==> config.mk <==
export PLATFORM = sky130hd
export DESIGN_NAME = packet_framer_byte_stuffing_core
export DESIGN_NICKNAME = d
export VERILOG_FILES = /design/src/sv/pfbs_pkg.sv /design/src/sv/pfbs_seq.sv /design/src/sv/packet_framer_byte_stuffing_core.sv
export SDC_FILE = /design/constraint.sdc
export NUM_CORES = 1
export LEC_CHECK = 0
export ABC_AREA = 1
export BUFFER_PORTS_ARGS = -buffer_cell sky130_fd_sc_hd__buf_2
export CAP_MARGIN = 20
export CORE_MARGIN = 2
export CORE_UTILIZATION = 45
export CTS_BUF_LIST = sky130_fd_sc_hd__clkbuf_8 sky130_fd_sc_hd__clkbuf_16
export CTS_CLUSTER_DIAMETER = 120
export CTS_CLUSTER_SIZE = 24
export DETAILED_ROUTE_END_ITERATION = 8
export GPL_ROUTABILITY_DRIVEN = 0
export GPL_TIMING_DRIVEN = 1
export PLACE_DENSITY = 0.69
export SYNTH_ARGS = -nofsm -noshare
export SYNTH_HDL_FRONTEND = slang
export SYNTH_SLANG_ARGS = --single-unit
==> constraint.sdc <==
create_clock -name clk -period 2.9 [get_ports clk]
set_clock_uncertainty 0.15 [all_clocks]
set_input_delay 0.29 -clock clk [delete_from_list [all_inputs] [get_ports clk]]
set_output_delay 0.29 -clock clk [all_outputs]
set_load 0.01 [all_outputs]
==> src/sv/pfbs_pkg.sv <==
`timescale 1ns / 1ps
// ----------------------------------------------------------------------------
// pfbs_pkg
// Types and constants shared by the packet framer core and its sequencer.
// ----------------------------------------------------------------------------
package pfbs_pkg;

  localparam logic [7:0] START_MARKER_RST = 8'h03;
  localparam logic [7:0] END_MARKER_RST   = 8'h02;

  localparam logic CFG_START_MARKER = 1'b0;
  localparam logic CFG_END_MARKER   = 1'b1;

  localparam logic KIND_HEADER  = 1'b0;
  localparam logic KIND_PAYLOAD = 1'b1;

  typedef enum logic [10:0] {
    SEQ_IDLE     = 11'b000_0000_0001,
    SEQ_START    = 11'b000_0000_0010,
    SEQ_ZERO     = 11'b000_0000_0100,
    SEQ_NUM_HI   = 11'b000_0000_1000,
    SEQ_NUM_LO   = 11'b000_0001_0000,
    SEQ_LEN_HI   = 11'b000_0010_0000,
    SEQ_LEN_LO   = 11'b000_0100_0000,
    SEQ_PAYLOAD  = 11'b000_1000_0000,
    SEQ_END      = 11'b001_0000_0000,
    SEQ_END_ZERO = 11'b010_0000_0000,
    SEQ_PAD      = 11'b100_0000_0000
  } seq_state_t;

  typedef struct packed {
    logic        header;
    logic        close;
    logic [15:0] packet_number;
    logic [15:0] data_length;
    logic [7:0]  payload_byte;
  } item_t;

  typedef struct packed {
    logic       valid;
    logic [7:0] out_byte;
    logic       run_last;
    logic       frame_done;
  } emit_t;

endpackage

==> src/sv/pfbs_seq.sv <==
`timescale 1ns / 1ps
// ----------------------------------------------------------------------------
// pfbs_seq
// Holds one accepted word and walks its output bytes, one per advance.
// ----------------------------------------------------------------------------
module pfbs_seq
  import pfbs_pkg::*;
(
  input  logic       clk,
  input  logic       rst,
  input  logic       load,
  input  item_t      item_in,
  input  logic [7:0] start_marker,
  input  logic [7:0] end_marker,
  input  logic       adv,
  output emit_t      emit
);

  seq_state_t state, state_next;
  item_t      item;
  logic       dup, dup_next;
  logic [1:0] word_phase, phase_after;
  logic [7:0] cur;
  logic       content, need_dup, fire;

  always_comb begin
    cur     = 8'h00;
    content = 1'b0;
    unique case (state)
      SEQ_START:   cur = start_marker;
      SEQ_NUM_HI:  begin cur = item.packet_number[15:8]; content = 1'b1; end
      SEQ_NUM_LO:  begin cur = item.packet_number[7:0];  content = 1'b1; end
      SEQ_LEN_HI:  begin cur = item.data_length[15:8];   content = 1'b1; end
      SEQ_LEN_LO:  begin cur = item.data_length[7:0];    content = 1'b1; end
      SEQ_PAYLOAD: begin cur = item.payload_byte;        content = 1'b1; end
      SEQ_END:     cur = end_marker;
      default:     cur = 8'h00;
    endcase
  end

  assign need_dup    = content && !dup && (cur == start_marker || cur == end_marker);
  assign phase_after = (state == SEQ_START) ? 2'd1 : word_phase + 2'd1;

  always_comb begin
    dup_next   = 1'b0;
    state_next = state;
    if (need_dup) begin
      dup_next = 1'b1;
    end else begin
      unique case (state) inside
        SEQ_START:    state_next = SEQ_ZERO;
        SEQ_ZERO:     state_next = SEQ_NUM_HI;
        SEQ_NUM_HI:   state_next = SEQ_NUM_LO;
        SEQ_NUM_LO:   state_next = SEQ_LEN_HI;
        SEQ_LEN_HI:   state_next = SEQ_LEN_LO;
        SEQ_LEN_LO,
        SEQ_PAYLOAD:  state_next = item.close ? SEQ_END : SEQ_IDLE;
        SEQ_END:      state_next = SEQ_END_ZERO;
        SEQ_END_ZERO,
        SEQ_PAD:      state_next = (phase_after == 2'd0) ? SEQ_IDLE : SEQ_PAD;
        default:      state_next = SEQ_IDLE;
      endcase
    end
  end

  assign emit.valid      = (state != SEQ_IDLE);
  assign emit.out_byte   = cur;
  assign emit.run_last   = (state_next == SEQ_IDLE);
  assign emit.frame_done = (state == SEQ_END_ZERO || state == SEQ_PAD) &&
                           (word_phase == 2'd3);

  assign fire = emit.valid && adv;

  always_ff @(posedge clk) begin
    if (rst) begin
      state      <= SEQ_IDLE;
      dup        <= 1'b0;
      word_phase <= 2'd0;
    end else begin
      if (fire) begin
        word_phase <= phase_after;
      end
      if (load) begin
        state <= item_in.header ? SEQ_START : SEQ_PAYLOAD;
        dup   <= 1'b0;
      end else if (fire) begin
        state <= state_next;
        dup   <= dup_next;
      end
    end
  end

  always_ff @(posedge clk) begin
    if (load) begin
      item <= item_in;
    end
  end

endmodule

==> src/sv/packet_framer_byte_stuffing_core.sv <==
`timescale 1ns / 1ps
// ----------------------------------------------------------------------------
// packet_framer_byte_stuffing_core
// Frames header/payload words into an escaped byte stream.
// ----------------------------------------------------------------------------
// Slave side takes header words (tuser = 0: number and length) and payload
// words (tuser = 1: one byte). Master side gives one framed byte per word;
// tlast marks the last byte caused by an input word, tuser marks the last
// byte of a frame. A header gives start marker, zero, number and length
// (high bytes first); content bytes equal to either marker are doubled. When
// the length count runs out the end marker, a zero and zero padding to a
// four-byte boundary follow. A header mid-packet restarts framing; payload
// words outside a packet are dropped.
// Each word yields one byte per advance (1 to 7 for payload, 6 to 12 for
// a header); the next word is accepted in the cycle the last byte is
// loaded into the output register, so plain payload runs at one word per
// cycle while m_tready is high. The output register holds its byte while
// m_tready is low, and the slave side then waits. Reset clears the packet
// state and loads the markers with 3 (start) and 2 (end); cfg writes set
// them.
// ----------------------------------------------------------------------------
module packet_framer_byte_stuffing_core
  import pfbs_pkg::*;
(
  input  logic        clk,
  input  logic        rst,
  input  logic        s_tvalid,
  output logic        s_tready,
  input  logic [39:0] s_tdata,   // packet_number, data_length, payload_byte
  input  logic        s_tuser,   // kind
  output logic        m_tvalid,
  input  logic        m_tready,
  output logic [7:0]  m_tdata,   // out_byte
  output logic        m_tlast,
  output logic        m_tuser,   // frame_done
  input  logic        cfg_we,
  input  logic        cfg_addr,
  input  logic [7:0]  cfg_data
);

  logic [7:0]  start_marker, end_marker;
  logic        packet_open;
  logic [15:0] bytes_remaining;
  logic        accept, adv, start_seq;
  item_t       item_in;
  emit_t       emit;

  always_ff @(posedge clk) begin
    if (rst) begin
      start_marker <= START_MARKER_RST;
      end_marker   <= END_MARKER_RST;
    end else if (cfg_we) begin
      unique case (cfg_addr)
        CFG_START_MARKER: start_marker <= cfg_data;
        CFG_END_MARKER:   end_marker   <= cfg_data;
        default:          ;
      endcase
    end
  end

  assign adv      = !m_tvalid || m_tready;
  assign s_tready = !emit.valid || (emit.run_last && adv);
  assign accept   = s_tvalid && s_tready;

  assign item_in.header        = (s_tuser == KIND_HEADER);
  assign item_in.packet_number = s_tdata[15:0];
  assign item_in.data_length   = s_tdata[31:16];
  assign item_in.payload_byte  = s_tdata[39:32];
  assign item_in.close         = (s_tuser == KIND_HEADER) ? (s_tdata[31:16] == 16'd0)
                                                          : (bytes_remaining == 16'd1);

  assign start_seq = accept && (s_tuser == KIND_HEADER || packet_open);

  always_ff @(posedge clk) begin
    if (rst) begin
      packet_open     <= 1'b0;
      bytes_remaining <= 16'd0;
    end else if (start_seq) begin
      if (s_tuser == KIND_HEADER) begin
        packet_open     <= !item_in.close;
        bytes_remaining <= item_in.close ? 16'd0 : s_tdata[31:16];
      end else begin
        packet_open     <= !item_in.close;
        bytes_remaining <= bytes_remaining - 16'd1;
      end
    end
  end

  pfbs_seq u_seq (
    .clk          (clk),
    .rst          (rst),
    .load         (start_seq),
    .item_in      (item_in),
    .start_marker (start_marker),
    .end_marker   (end_marker),
    .adv          (adv),
    .emit         (emit)
  );

  always_ff @(posedge clk) begin
    if (rst) begin
      m_tvalid <= 1'b0;
    end else if (adv) begin
      m_tvalid <= emit.valid;
    end
  end

  always_ff @(posedge clk) begin
    if (adv && emit.valid) begin
      m_tdata <= emit.out_byte;
      m_tlast <= emit.run_last;
      m_tuser <= emit.frame_done;
    end
  end

endmodule

# Word-level counts from Yosys, hierarchy flattened

Cells that the tools add are included.

Memories: 0
Flip-flop bits (word level): 99
Latch bits: 0
Output and inout bits: 12
RAM bits: 0
Memory bits (read-only): 0
Bits of input ports: 55

Mux-type cells: 14
Bitwise logic cells: 2
Equality and inequality tests: 16
Reductions and logical operators: 25
Shift operators: 0
Order comparisons: 0
$mul: 0
Add/subtract/negate cells: 2
Divide/modulo/power cells: 0

Operators by type and width:

| cell                                                                     | number |
|---|---|
| 11-bit case mux with 8 select lines                                      | 1 |
| 8-bit case mux with 7 select lines                                       | 1 |
| 11-bit 2-to-1 mux                                                        | 4 |
| 16-bit 2-to-1 mux                                                        | 2 |
| 16-bit by 1-bit equality test with 1-bit output, second input constant   | 1 |
| 8-bit equality test                                                      | 2 |
| 16-bit zero test                                                         | 1 |
| 16-bit by 1-bit subtractor with 16-bit output, second input constant     | 1 |
| 11-bit by 1-bit equality test with 1-bit output, second input constant   | 1 |
| 11-bit by 10-bit equality test with 1-bit output, second input constant  | 1 |
| 11-bit equality test, second input constant                              | 1 |
| 11-bit by 2-bit equality test with 1-bit output, second input constant   | 1 |
| 11-bit by 3-bit equality test with 1-bit output, second input constant   | 1 |
| 11-bit by 4-bit equality test with 1-bit output, second input constant   | 1 |
| 11-bit by 5-bit equality test with 1-bit output, second input constant   | 1 |
| 11-bit by 6-bit equality test with 1-bit output, second input constant   | 1 |
| 11-bit by 7-bit equality test with 1-bit output, second input constant   | 1 |
| 11-bit by 8-bit equality test with 1-bit output, second input constant   | 1 |
| 11-bit by 9-bit equality test with 1-bit output, second input constant   | 1 |
| 11-bit by 1-bit inequality test with 1-bit output, second input constant | 1 |
| 9-bit 2-to-1 mux                                                         | 1 |
| 8-bit 2-to-1 mux                                                         | 1 |
| 1-bit logical AND                                                        | 7 |
| 2-bit OR reduction                                                       | 3 |
| 11 further kinds                                                         | 22 |

# Longest topological paths before layout

Gate-level depths: netlist (run 1).

Depth after elaboration: 12
Mapped depth: 23

# By module

Synthesis (run 1) repeated with hierarchy kept, for this count alone.

Cell total of the unflattened synthesis: 701
Area, all modules: 5,355.1 um^2

Modules (own cells, without submodules):

| module                           | cells each | times used | area an instance (um^2) | seq. area each (um^2) |
|---|---|---|---|---|
| pfbs_seq                         | 388        | 1          | 3,121.7                 | 1,511.4 |
| packet_framer_byte_stuffing_core | 313        | 1          | 2,233.4                 | 980.9 |

# Worst setup path before layout (run 1)

OpenSTA, ideal clock, no wires.

Path kind: register to register
Start: register u_seq.state[0]
End: register u_seq.item[0] in the netlist's numbering, enable pin
Setup slack: 0.292 ns
Cell stages (with the launch flop): 22
Period minus slack after synthesis: 2.608 ns
Arrival: 2.118 ns
Cell sequence: dfxtp_1 > nor2_2 > nand2_4 > nor2_8 > buf_6 > nand3_2 > nand2_1 > nor2_1 > nand2_2 > nand2_1 > nand2_1 > inv_1 > nand2_1 > nor2_1 > nand2_1 > nand2_2 > nand2_4 > nand3_2 > nand2_4 > nand2_8 > inv_4 > buf_6

RTL lines:

| item                   | RTL line       | RTL |
|---|---|---|
| from (decl)            | pfbs_seq.sv:19 | `seq_state_t state, state_next;` |
| from (signal assigned) | pfbs_seq.sv:84 | `state <= item_in.header ? SEQ_START : SEQ_PAYLOAD;` |
| from (signal assigned) | pfbs_seq.sv:87 | `state <= state_next;` |
| to (signal assigned)   | pfbs_seq.sv:95 | `item <= item_in;` |
| to (decl)              | pfbs_seq.sv:20 | `item_t item;` |

==> flow_summary.json, run 1 <==
{
  "die_area_sq_um": 12200,
  "reg2regPathDepth": 22,
  "fin_setup_tns_ns": 0,
  "fmaxAchievable_mhz": 346,
  "place_ws_ns": -0.0428,
  "ys_ff_latch": 99,
  "vias": 4903,
  "io_pins": 67,
  "crit_start": "u_seq.state[2]",
  "rsz0062_at_grt": "true",
  "p_per_area_nw_per_um2": 720,
  "min_from": "s_tdata[30]",
  "coreArea_sq_um": 10900,
  "slew_headroom_pct": 44.7,
  "drive_gt1_share_pct": 29.3,
  "startpoint_type": "register",
  "final_nets": 813,
  "peakVddDrop_v": 0.000469,
  "outcome": "completed",
  "htree_levels": 3,
  "whs_path_depth": 1,
  "drtIter0Drc": 348,
  "synth_area_per_cell_sq_um": 8.12,
  "synth_edf_count": 51,
  "hp-class": "input port to register",
  "core.rowCount": 38,
  "p_leak_nw": 3.00,
  "die_w_microns": 110,
  "ys.flop_type": "edfxtp_1",
  "clk_pin_slew_worst_paths_ns": 0.08,
  "gr-total-overflow": 0,
  "cp-end-kind": "primary output",
  "cts_root_buffer": "clkbuf_16",
  "die_h_microns": 110,
  "clock_path_buffers": 2,
  "grt_start_max_net_pins": 27,
  "start_util_pct": 46.6,
  "worstMarginPinSlew_ns": 0.829,
  "r2r-end": "u_seq.item[21]",
  "syn_area_sq_um": 5100,
  "dp_hpwl_mm": 9.95,
  "synthDistinctLibCells": 41,
  "diodes": 0,
  "final.period_utilization_pct": 99.8,
  "max-cap-violations": 0,
  "drv_slew": 0,
  "hold_viol": 0,
  "wl_per_cell_microns": 16.2,
  "cts_buffers": 9,
  "design_area_sq_um": 6780,
  "tritoncts": "yes",
  "critical_path_class": "register to primary output",
  "period_minus_slack_ns": 2.89,
  "wl_mm": 14.6,
  "drc": 0,
  "clock-sinks": 99,
  "setup_slack_ns": 0.00647,
  "yosysSeqAreaShare_pct": 48.9,
  "viasPerCell": 5.45,
  "crit_fanout": 7,
  "reg2reg_slack_ns": 0.02,
  "r2r-start": "u_seq.state[2]",
  "grt_pass1_wl_mm": 23.0,
  "whs_endpoint": "u_seq.item[22]",
  "synth_warnings": 0,
  "numPortBuffers": 66,
  "critPathRequiredTime_ns": 2.46,
  "antenna_found_initial": 0,
  "setup_viol": 0,
  "synth_nets": 686,
  "dr.pass1.iters": 5,
  "async_reset_ff_share_pct": 0,
  "totalPowerFinal_mw": 4.88,
  "track_usage_pct": 23.5,
  "ant_nets": 0,
  "area_growth_syn_to_layout_pct": 33.1,
  "critPathArrivalTime_ns": 2.45,
  "grt_pass1_vias": 4664,
  "synth_cells": 628,
  "placed_area_sq_um": 5670,
  "fillCellCount": 901,
  "final_core_util_pct": 62.0,
  "worstSkewPairLatency_ns": 0.36
}
==> where the power goes <==
group	total, mW	leakage (nW)	internal, mW	switching, mW
logic	1.72	1.96	0.679	1.04
clock network	1.27	0.153	0.693	0.580
registers	1.89	0.883	1.75	0.134
==> metal layers <==
metal  vias to the layer above  routed length [microns]  share of wire, %  global-route usage [%]
met5                         -                        0                 0                       0
met4                         0                      349               2.4                    8.25
met3                        43                     1120               7.6                    5.93
met2                       236                     7240                50                    39.5
met1                      2264                     5910                40                    29.4
li1                       2360                        -                 -                       -
==> worst max-delay path, cell delays in order, from the launching register on <==
cell and delay, ns:
dfxtp_2 0.35, nor2_4 0.19, nand2_8 0.12, buf_6 0.14, nor2_4 0.20, nand3_2 0.13, nand2_2 0.11, nor2_4 0.05
nand2_2 0.08, nand2_1 0.06, nand2_1 0.06, inv_1 0.04, nand2_1 0.04, nor2_1 0.04, nand2_1 0.06, nand2_2 0.08
nand2_4 0.07, nand3_4 0.06, nand2_4 0.09, buf_6 0.11
==> flip-flops by register name, indices dropped and copies added (netlist names) <==
signal	count
m_tdata	8
u_seq.dup	1
u_seq.state	11
m_tlast	1
m_tuser	1
u_seq.word_phase	2
packet_open	1
start_marker	8
m_tvalid	1
u_seq.item	41
bytes_remaining	16
end_marker	8
==> cell usage after synthesis (2+ instances only) <==
cell type | instances | area share, %
nor4_1 | 5 | 0.61
nor2_2 | 18 | 2.2
edfxtp_1 | 51 | 30
nand3_2 | 2 | 0.39
nand2_4 | 4 | 0.88
a21oi_1 | 30 | 2.9
clkbuf_1 | 10 | 0.74
nand4_1 | 5 | 0.61
inv_1 | 59 | 4.3
nor2_4 | 4 | 0.88
o21ai_1 | 7 | 0.69
o211ai_1 | 2 | 0.29
dfxtp_1 | 48 | 19
nand3_1 | 72 | 7.1
nand2_2 | 10 | 1.2
xor2_1 | 6 | 1.0
ha_1 | 3 | 0.74
nand2_1 | 147 | 11
o21ai_0 | 30 | 2.9
or2_2 | 3 | 0.37
nor3_1 | 5 | 0.49
nand3b_1 | 9 | 1.3
nor2_1 | 66 | 4.9
a31oi_1 | 4 | 0.49
a21oi_2 | 7 | 1.2
buf_6 | 6 | 1.3
==> how the worst max path moves through the flow <==
stage | to | slack, ns
2_1_floorplan | u_seq.item[0] | 0.29
3_3_place_gp | bytes_remaining[11] | 0.08
3_5_place_dp | bytes_remaining[14] | -0.04
4_1_cts | s_tready | -0.001
5_1_grt | s_tready | -0.16
6_report | s_tready | 0.006
==> placed cells by master (no fill, tap or decap), types with 2 or more instances in the layout <==
master / count
nand2_1: 129
nand3_1: 65
buf_2: 65
inv_1: 58
nor2_1: 55
edfxtp_1: 51
dfxtp_1: 43
o21ai_0: 29
dlygate4sd3_1: 28
a21oi_1: 26
nand2_2: 25
nor2_2: 23
buf_4: 17
nor2_4: 13
a21oi_2: 11
clkbuf_16: 10
buf_6: 10
nand3b_1: 9
nand3_2: 8
buf_12: 7
o21ai_1: 6
xor2_1: 6
nand4_1: 5
nand2_4: 5
nor3_1: 5
nor4_1: 4
a31oi_1: 4
nand2_8: 3
or2_2: 3
ha_1: 3
dfxtp_4: 3
inv_2: 2
o21ai_2: 2
clkinv_8: 2
o211ai_1: 2
inv_8: 2
buf_8: 2
dfxtp_2: 2
==> layout make-up <==
class / instances / area (sq um) / share of cell area (%)
timing repair buffer: 130 / 1040 / 15.3
inverter: 61 / 241 / 3.56
multi-input combinational: 454 / 2500 / 36.9
tap: 140 / 175 / 2.58
clock buffer: 9 / 225 / 3.32
clock inverter: 7 / 93.8 / 1.38
sequential: 99 / 2510 / 36.9
==> what timing repair did <==
item,CTS,global route
gates cloned,3,2
pin swaps,15,25
resized for setup,27,58
endpoints found under the setup margin,14,61
hold buffers,28,0
buffers inserted,5,10
endpoints found under the hold margin,28,0
==> kinds of logic after synthesis <==
logic type | after synthesis | share of synthesized area [%]
AOI/OAI and AO/OA | 85 | 9.35
xor gates and xnor gates | 7 | 1.20
adders and majority gates | 3 | 0.736
buffers and inverters | 78 | 6.75
DFF | 99 | 48.9
and+or+nand+nor | 356 | 33.1
==> per-stage QoR <==
| step | cells | hold slack [ns] |
|---|---|---|
| global route | 900 | 0.000562 |
| floorplan | 628 | 0.209 |
| CTS | 888 | 0.00119 |
| global placement | 836 | 0.308 |
| finish | 900 | 0.0150 |
| detailed placement | 836 | 0.314 |
Note: power is estimated with default switching activity, not from simulation.
==> run 2, diff against run 1 <==
==> constraint.sdc (replaced) <==
create_clock -name clk -period 2.9 [get_ports clk]
set_clock_uncertainty 0.15 [all_clocks]
set_input_delay 0.29 -clock clk [delete_from_list [all_inputs] [get_ports clk]]
set_output_delay 0.29 -clock clk [all_outputs]
set_load 0.02 [all_outputs]
==> run 2 against run 1 <==
Net effect: sequential cell count did not move; maximum frequency is 0.10% higher; non-clock buffer count increased by 8; routed wire length grew 4.2%; critical path type unchanged.
==> flow_summary.json, run 2 (synthesized netlist as in run 1, its figures left out) <==
{
  "outcome": "completed",
  "critPathRequiredTime_ns": 2.46,
  "antenna_found_initial": 0,
  "crit_top_cell": "nand2_1",
  "layout_common_cells": "nand2_1 (134), buf_2 (65), nand3_1 (63), inv_1 (57), nor2_1 (55)",
  "path_cells": "nor2_4 > nand2_8 > buf_12 > nor2_4 > nand3_2 > nand2_2 > nor2_2 > nand2_2 > nand2_1 > nand2_1 > nand2_1 > nor2_2 > nand2_1 > nand2_2 > nand2_4 > nand3_4 > nand2_4 > buf_6",
  "max-cap-violations": 0,
  "whs_path_depth": 1,
  "numPortBuffers": 66,
  "hp-class": "input port to register",
  "critical_path_class": "register to primary output",
  "r2r-start": "u_seq.state[9]",
  "p_leak_nw": 3.04,
  "ant_nets": 0,
  "fin_setup_tns_ns": 0,
  "whs_ns": 0.0145,
  "io_pins": 67,
  "die_h_microns": 110,
  "totalPowerFinal_mw": 4.99,
  "final_nets": 822,
  "design_area_sq_um": 6870,
  "area_growth_syn_to_layout_pct": 34.7,
  "grt_pass1_vias": 4665,
  "die_w_microns": 110,
  "gr-total-overflow": 0,
  "min_from": "s_tdata[30]",
  "final_core_util_pct": 62.8,
  "crit_fanout": 5,
  "htree_levels": 3,
  "grt_pass1_wl_mm": 23.1,
  "final.period_utilization_pct": 99.7,
  "wl_per_cell_microns": 16.7,
  "worstMarginPinSlew_ns": 0.791,
  "worstSkewPairLatency_ns": 0.36,
  "placed_area_sq_um": 5670,
  "drtIter0Drc": 472,
  "hold_viol": 0,
  "setup_viol": 0,
  "r2r-end": "bytes_remaining[9]",
  "wl_mm": 15.2,
  "diodes": 0,
  "reg2reg_slack_ns": 0.05,
  "viasPerCell": 5.43,
  "multi_input_area_sq_um": 2500,
  "core.rowCount": 38,
  "p_per_area_nw_per_um2": 727,
  "reg_top3": "u_seq.item x41, bytes_remaining x16, u_seq.state x11",
  "drc": 0,
  "regArea_sq_um": 2500,
  "cp_slowest_cell": "dfxtp_4",
  "final_common_cell": "nand2_1",
  "regMostFlops": "u_seq.item",
  "slew_headroom_pct": 47.2,
  "tritoncts": "yes",
  "startpoint_type": "register",
  "vias": 4940,
  "track_usage_pct": 23.7,
  "cts_root_buffer": "clkbuf_16",
  "clock_path_buffers": 2,
  "drive_gt1_share_pct": 29.6,
  "dp.cells": 836,
  "period_minus_slack_ns": 2.89,
  "clock-sinks": 99,
  "dr.pass1.iters": 6,
  "cts_buffers": 9,
  "rsz0062_at_grt": "true",
  "reg2regPathDepth": 24,
  "fmaxAchievable_mhz": 346,
  "peakVddDrop_v": 0.000456,
  "drv_slew": 0,
  "start_util_pct": 46.6,
  "grt_start_max_net_pins": 27,
  "clk_pin_slew_worst_paths_ns": 0.08,
  "coreArea_sq_um": 10900,
  "place_ws_ns": -0.0428,
  "whs_endpoint": "u_seq.item[22]",
  "critPathArrivalTime_ns": 2.45,
  "cp-end-kind": "primary output",
  "die_area_sq_um": 12200,
  "fillCellCount": 886,
  "fin_cells": 909,
  "setup_slack_ns": 0.00938,
  "slowest_delay_ns": 0.35,
  "dp_hpwl_mm": 9.95,
  "largest_reg_flops": 41
}
run 2: cell types whose count changed in the layout (fill, tap and decap cells not counted), moves of 2 or more:
| cell | previous run | this run |
|---|---|---|
| buf_4 | 17 | 26 |
| clkbuf_16 | 10 | 12 |
| buf_8 | 2 | 0 |
| a21oi_2 | 11 | 9 |
| nand2_1 | 129 | 134 |
| dfxtp_2 | 2 | 4 |
| nand3_4 | 1 | 3 |
| nand3_1 | 65 | 63 |
| a21oi_1 | 26 | 28 |
| nand2_2 | 25 | 21 |
| buf_6 | 10 | 8 |
run 2: layer usage:
| layer | share of wire, % | track usage, % | wire length (microns) | vias to the layer above |
|---|---|---|---|---|
| met5 | 0 | 0 | 0 | - |
| met4 | 2.3 | 8.75 | 353 | 0 |
| met3 | 7.6 | 5.76 | 1150 | 47 |
| met2 | 51 | 39.8 | 7700 | 226 |
| met1 | 40 | 29.6 | 6030 | 2293 |
| li1 | - | - | - | 2374 |
run 2: worst max path at each step:
stage                          end      startpoint  slack, ns
2_1_floorplan        u_seq.item[0]  u_seq.state[0]       0.27
3_3_place_gp   bytes_remaining[11]  u_seq.state[0]       0.08
3_5_place_dp   bytes_remaining[14]  u_seq.state[0]      -0.04
4_1_cts                   s_tready  u_seq.state[3]      0.009
5_1_grt                   s_tready  u_seq.state[6]      -0.17
6_report                  s_tready  u_seq.state[9]      0.009
run 2: area by class of cell:
cell class	instances	share of cell area, %
Clock buffer	9	3.28
Clock inverter	7	1.37
Inverter	61	3.44
Multi-Input combinational cell	455	36.5
Sequential cell	99	36.5
Tap cell	140	2.55
Timing Repair Buffer	138	16.4
run 2: worst max-delay path, delay by kind of cell, from the launching register on:
kind | cells | cell delay (ns)
flops | 1 | 0.35
simple gates | 16 | 1.45
buf+inv | 2 | 0.29
run 2: power by group:
part           internal, mW  total (mW)  switching [mW]
clock network         0.693        1.27           0.578
registers              1.75        1.89           0.136
logic                 0.716        1.83            1.12
total                  3.16        4.99            1.83
run 2: what timing repair did:
item	4_1_cts	5_1_grt
buffers inserted	3	19
gates resized for setup	23	52
endpoints found under the setup margin	14	61
hold buffers	28	0
endpoints found under the hold margin	28	0
pin swaps	9	26
gates cloned	3	4
==> run 3, diff against run 2 <==
--- a/config.mk
+++ b/config.mk
@@ -6,7 +6,6 @@
 export NUM_CORES = 1
 export LEC_CHECK = 0
 export ABC_AREA = 1
-export BUFFER_PORTS_ARGS = -buffer_cell sky130_fd_sc_hd__buf_2
 export CAP_MARGIN = 20
 export CORE_MARGIN = 2
 export CORE_UTILIZATION = 45
@@ -14,9 +13,10 @@
 export CTS_CLUSTER_DIAMETER = 120
 export CTS_CLUSTER_SIZE = 24
 export DETAILED_ROUTE_END_ITERATION = 8
+export DONT_BUFFER_PORTS = 1
 export GPL_ROUTABILITY_DRIVEN = 0
 export GPL_TIMING_DRIVEN = 1
-export PLACE_DENSITY = 0.69
+export PLACE_DENSITY = 0.64
 export SYNTH_ARGS = -nofsm -noshare
 export SYNTH_HDL_FRONTEND = slang
 export SYNTH_SLANG_ARGS = --single-unit
==> constraint.sdc (replaced) <==
create_clock -name clk -period 3.6 [get_ports clk]
set_clock_uncertainty 0.15 [all_clocks]
set_input_delay 0.36 -clock clk [delete_from_list [all_inputs] [get_ports clk]]
set_output_delay 0.36 -clock clk [all_outputs]
set_load 0.02 [all_outputs]
==> run 3 against run 2 <==
Net effect: combinational power is 49% lower; first-iteration DRC count is 25% lower; register-to-register slack better by 0.37 ns; clock power is 17% lower; power is 28% lower; hold slack better by 0.0047 ns; via count is 11% lower; design area is 13% lower; sequential power is 16% lower; sequential cell count stayed put; largest cell class unchanged.
==> flow_summary.json, run 3 (synthesized netlist as in run 1, its figures left out) <==
{
  "whs_ns": 0.0192,
  "whs_path_depth": 2,
  "viasPerCell": 5.40,
  "period_minus_slack_ns": 3.18,
  "drv_slew": 0,
  "hp-class": "input port to register",
  "clkPwrFrac_pct": 29.6,
  "cp-end-kind": "register",
  "grt_start_max_net_pins": 56,
  "critPathArrivalTime_ns": 3.03,
  "gr-total-overflow": 0,
  "vias": 4405,
  "worstSkewPairLatency_ns": 0.35,
  "reg_top3": "u_seq.item x41, bytes_remaining x16, u_seq.state x11",
  "numPortBuffers": 0,
  "cts_root_buffer": "clkbuf_16",
  "fillCellCount": 1012,
  "die_h_microns": 110,
  "p_per_area_nw_per_um2": 600,
  "clock-sinks": 99,
  "seqPwrFrac_pct": 44.4,
  "clk_pin_slew_worst_paths_ns": 0.08,
  "cts_buffers": 9,
  "critical_path_class": "register to register",
  "tritoncts": "yes",
  "r2r-end": "u_seq.item[20]",
  "reg2reg_slack_ns": 0.42,
  "final_common_cell": "nand2_1",
  "min_from": "cfg_data[1]",
  "clock_path_buffers": 2,
  "final_core_util_pct": 54.7,
  "diodes": 0,
  "grt_pass1_wl_mm": 21.5,
  "core.rowCount": 38,
  "track_usage_pct": 22.0,
  "dp.cells": 754,
  "startpoint_type": "register",
  "peakVddDrop_v": 0.000309,
  "wl_per_cell_microns": 16.2,
  "post_cts_buffers": 0,
  "final.period_utilization_pct": 88.4,
  "totalPowerFinal_mw": 3.59,
  "area_growth_syn_to_layout_pct": 17.3,
  "coreArea_sq_um": 10900,
  "reg2regPathDepth": 19,
  "ant_nets": 0,
  "worstMarginPinSlew_ns": 0.774,
  "swShare_pct": 36.5,
  "drc": 0,
  "max-cap-violations": 0,
  "htree_levels": 3,
  "dr.pass1.iters": 5,
  "drive_gt1_share_pct": 10.8,
  "place_ws_ns": 0.340,
  "hold_viol": 0,
  "netSwitchingPower_mw": 1.31,
  "outcome": "completed",
  "largest_reg_flops": 41,
  "layout_common_cells": "nand2_1 (147), nand3_1 (72), nor2_1 (66), inv_1 (59), edfxtp_1 (51)",
  "p_leak_nw": 2.55,
  "setup_viol": 0,
  "fmaxAchievable_mhz": 314,
  "drtIter0Drc": 352,
  "r2r-start": "u_seq.state[6]",
  "dp_hpwl_mm": 9.18,
  "critPathRequiredTime_ns": 3.45,
  "fin_cells": 816,
  "regMostFlops": "u_seq.item",
  "start_util_pct": 46.6,
  "placed_area_sq_um": 5180,
  "io_pins": 67,
  "die_area_sq_um": 12200,
  "fin_setup_tns_ns": 0,
  "whs_endpoint": "start_marker[1]",
  "comb_power_share_pct": 26.0,
  "slew_headroom_pct": 48.3,
  "design_area_sq_um": 5980,
  "antenna_found_initial": 0,
  "die_w_microns": 110,
  "setup_slack_ns": 0.418,
  "wl_mm": 13.2,
  "intPower_mw": 2.28,
  "crit_fanout": 55,
  "grt_pass1_vias": 4254,
  "final_nets": 729,
  "rsz0062_at_grt": "false"
}
==> run 3: power by group through the flow <==
stage	Sequential (mW)	Clock [mW]	Combinational, mW
floorplan	1.59	0	0.743
detailed placement	1.62	0	0.882
finish	1.59	1.06	0.935
global route	1.61	1.13	1.06
CTS	1.60	1.06	0.933
global placement	1.62	0	0.858
==> run 3: how the worst max path moves through the flow <==
| stage | start | end | depth (start not counted) |
|---|---|---|---|
| floorplan | u_seq.state[0] | u_seq.item[0] | 21 |
| global placement | u_seq.state[9] | u_seq.item[6] | 19 |
| detailed placement | u_seq.state[9] | u_seq.item[7] | 19 |
| CTS | u_seq.state[9] | u_seq.item[26] | 19 |
| global route | u_seq.state[7] | bytes_remaining[11] | 20 |
| finish | u_seq.state[6] | u_seq.item[20] | 19 |
==> run 3: metal layers <==
| layer | wire length [microns] | vias to the layer above | part of all wire [%] | GRT usage (%) |
|---|---|---|---|---|
| li1 | - | 2172 | - | - |
| met1 | 5900 | 2069 | 45 | 29.4 |
| met2 | 6280 | 140 | 47 | 35.8 |
| met3 | 806 | 24 | 6.1 | 4.88 |
| met4 | 239 | 0 | 1.8 | 6.83 |
| met5 | 0 | - | 0 | 0 |
==> run 3: area by class of cell <==
cell class	instances	area (sq um)	share of cell area, %
tap	140	175	2.93
inverter	61	234	3.91
sequential	99	2490	41.7
timing repair buffer	49	488	8.16
clock buffer	9	225	3.77
multi-input combinational	451	2260	37.8
clock inverter	7	105	1.76
==> run 3: critical path, cell delays in order, from the launching register on <==
cell	delay [ns]
dfxtp_1	0.34
nor2_2	0.18
nand2_2	0.10
nor2_4	0.34
nand2_2	0.19
nor2_1	0.16
nor2_2	0.09
nand2_2	0.12
nand2_1	0.06
nand2_1	0.05
inv_1	0.03
nand2_1	0.05
nor2_1	0.04
nand2_1	0.06
nand2_2	0.07
nand2_4	0.10
nand3_2	0.09
nand2_4	0.14
nand2_8	0.07
inv_6	0.34
==> run 3: timing repair <==
item                                   in CTS  in global routing
hold buffers                               44                  1
gates resized for setup                     0                  1
setup endpoints to repair                   0                  2
endpoints found under the hold margin      66                  1
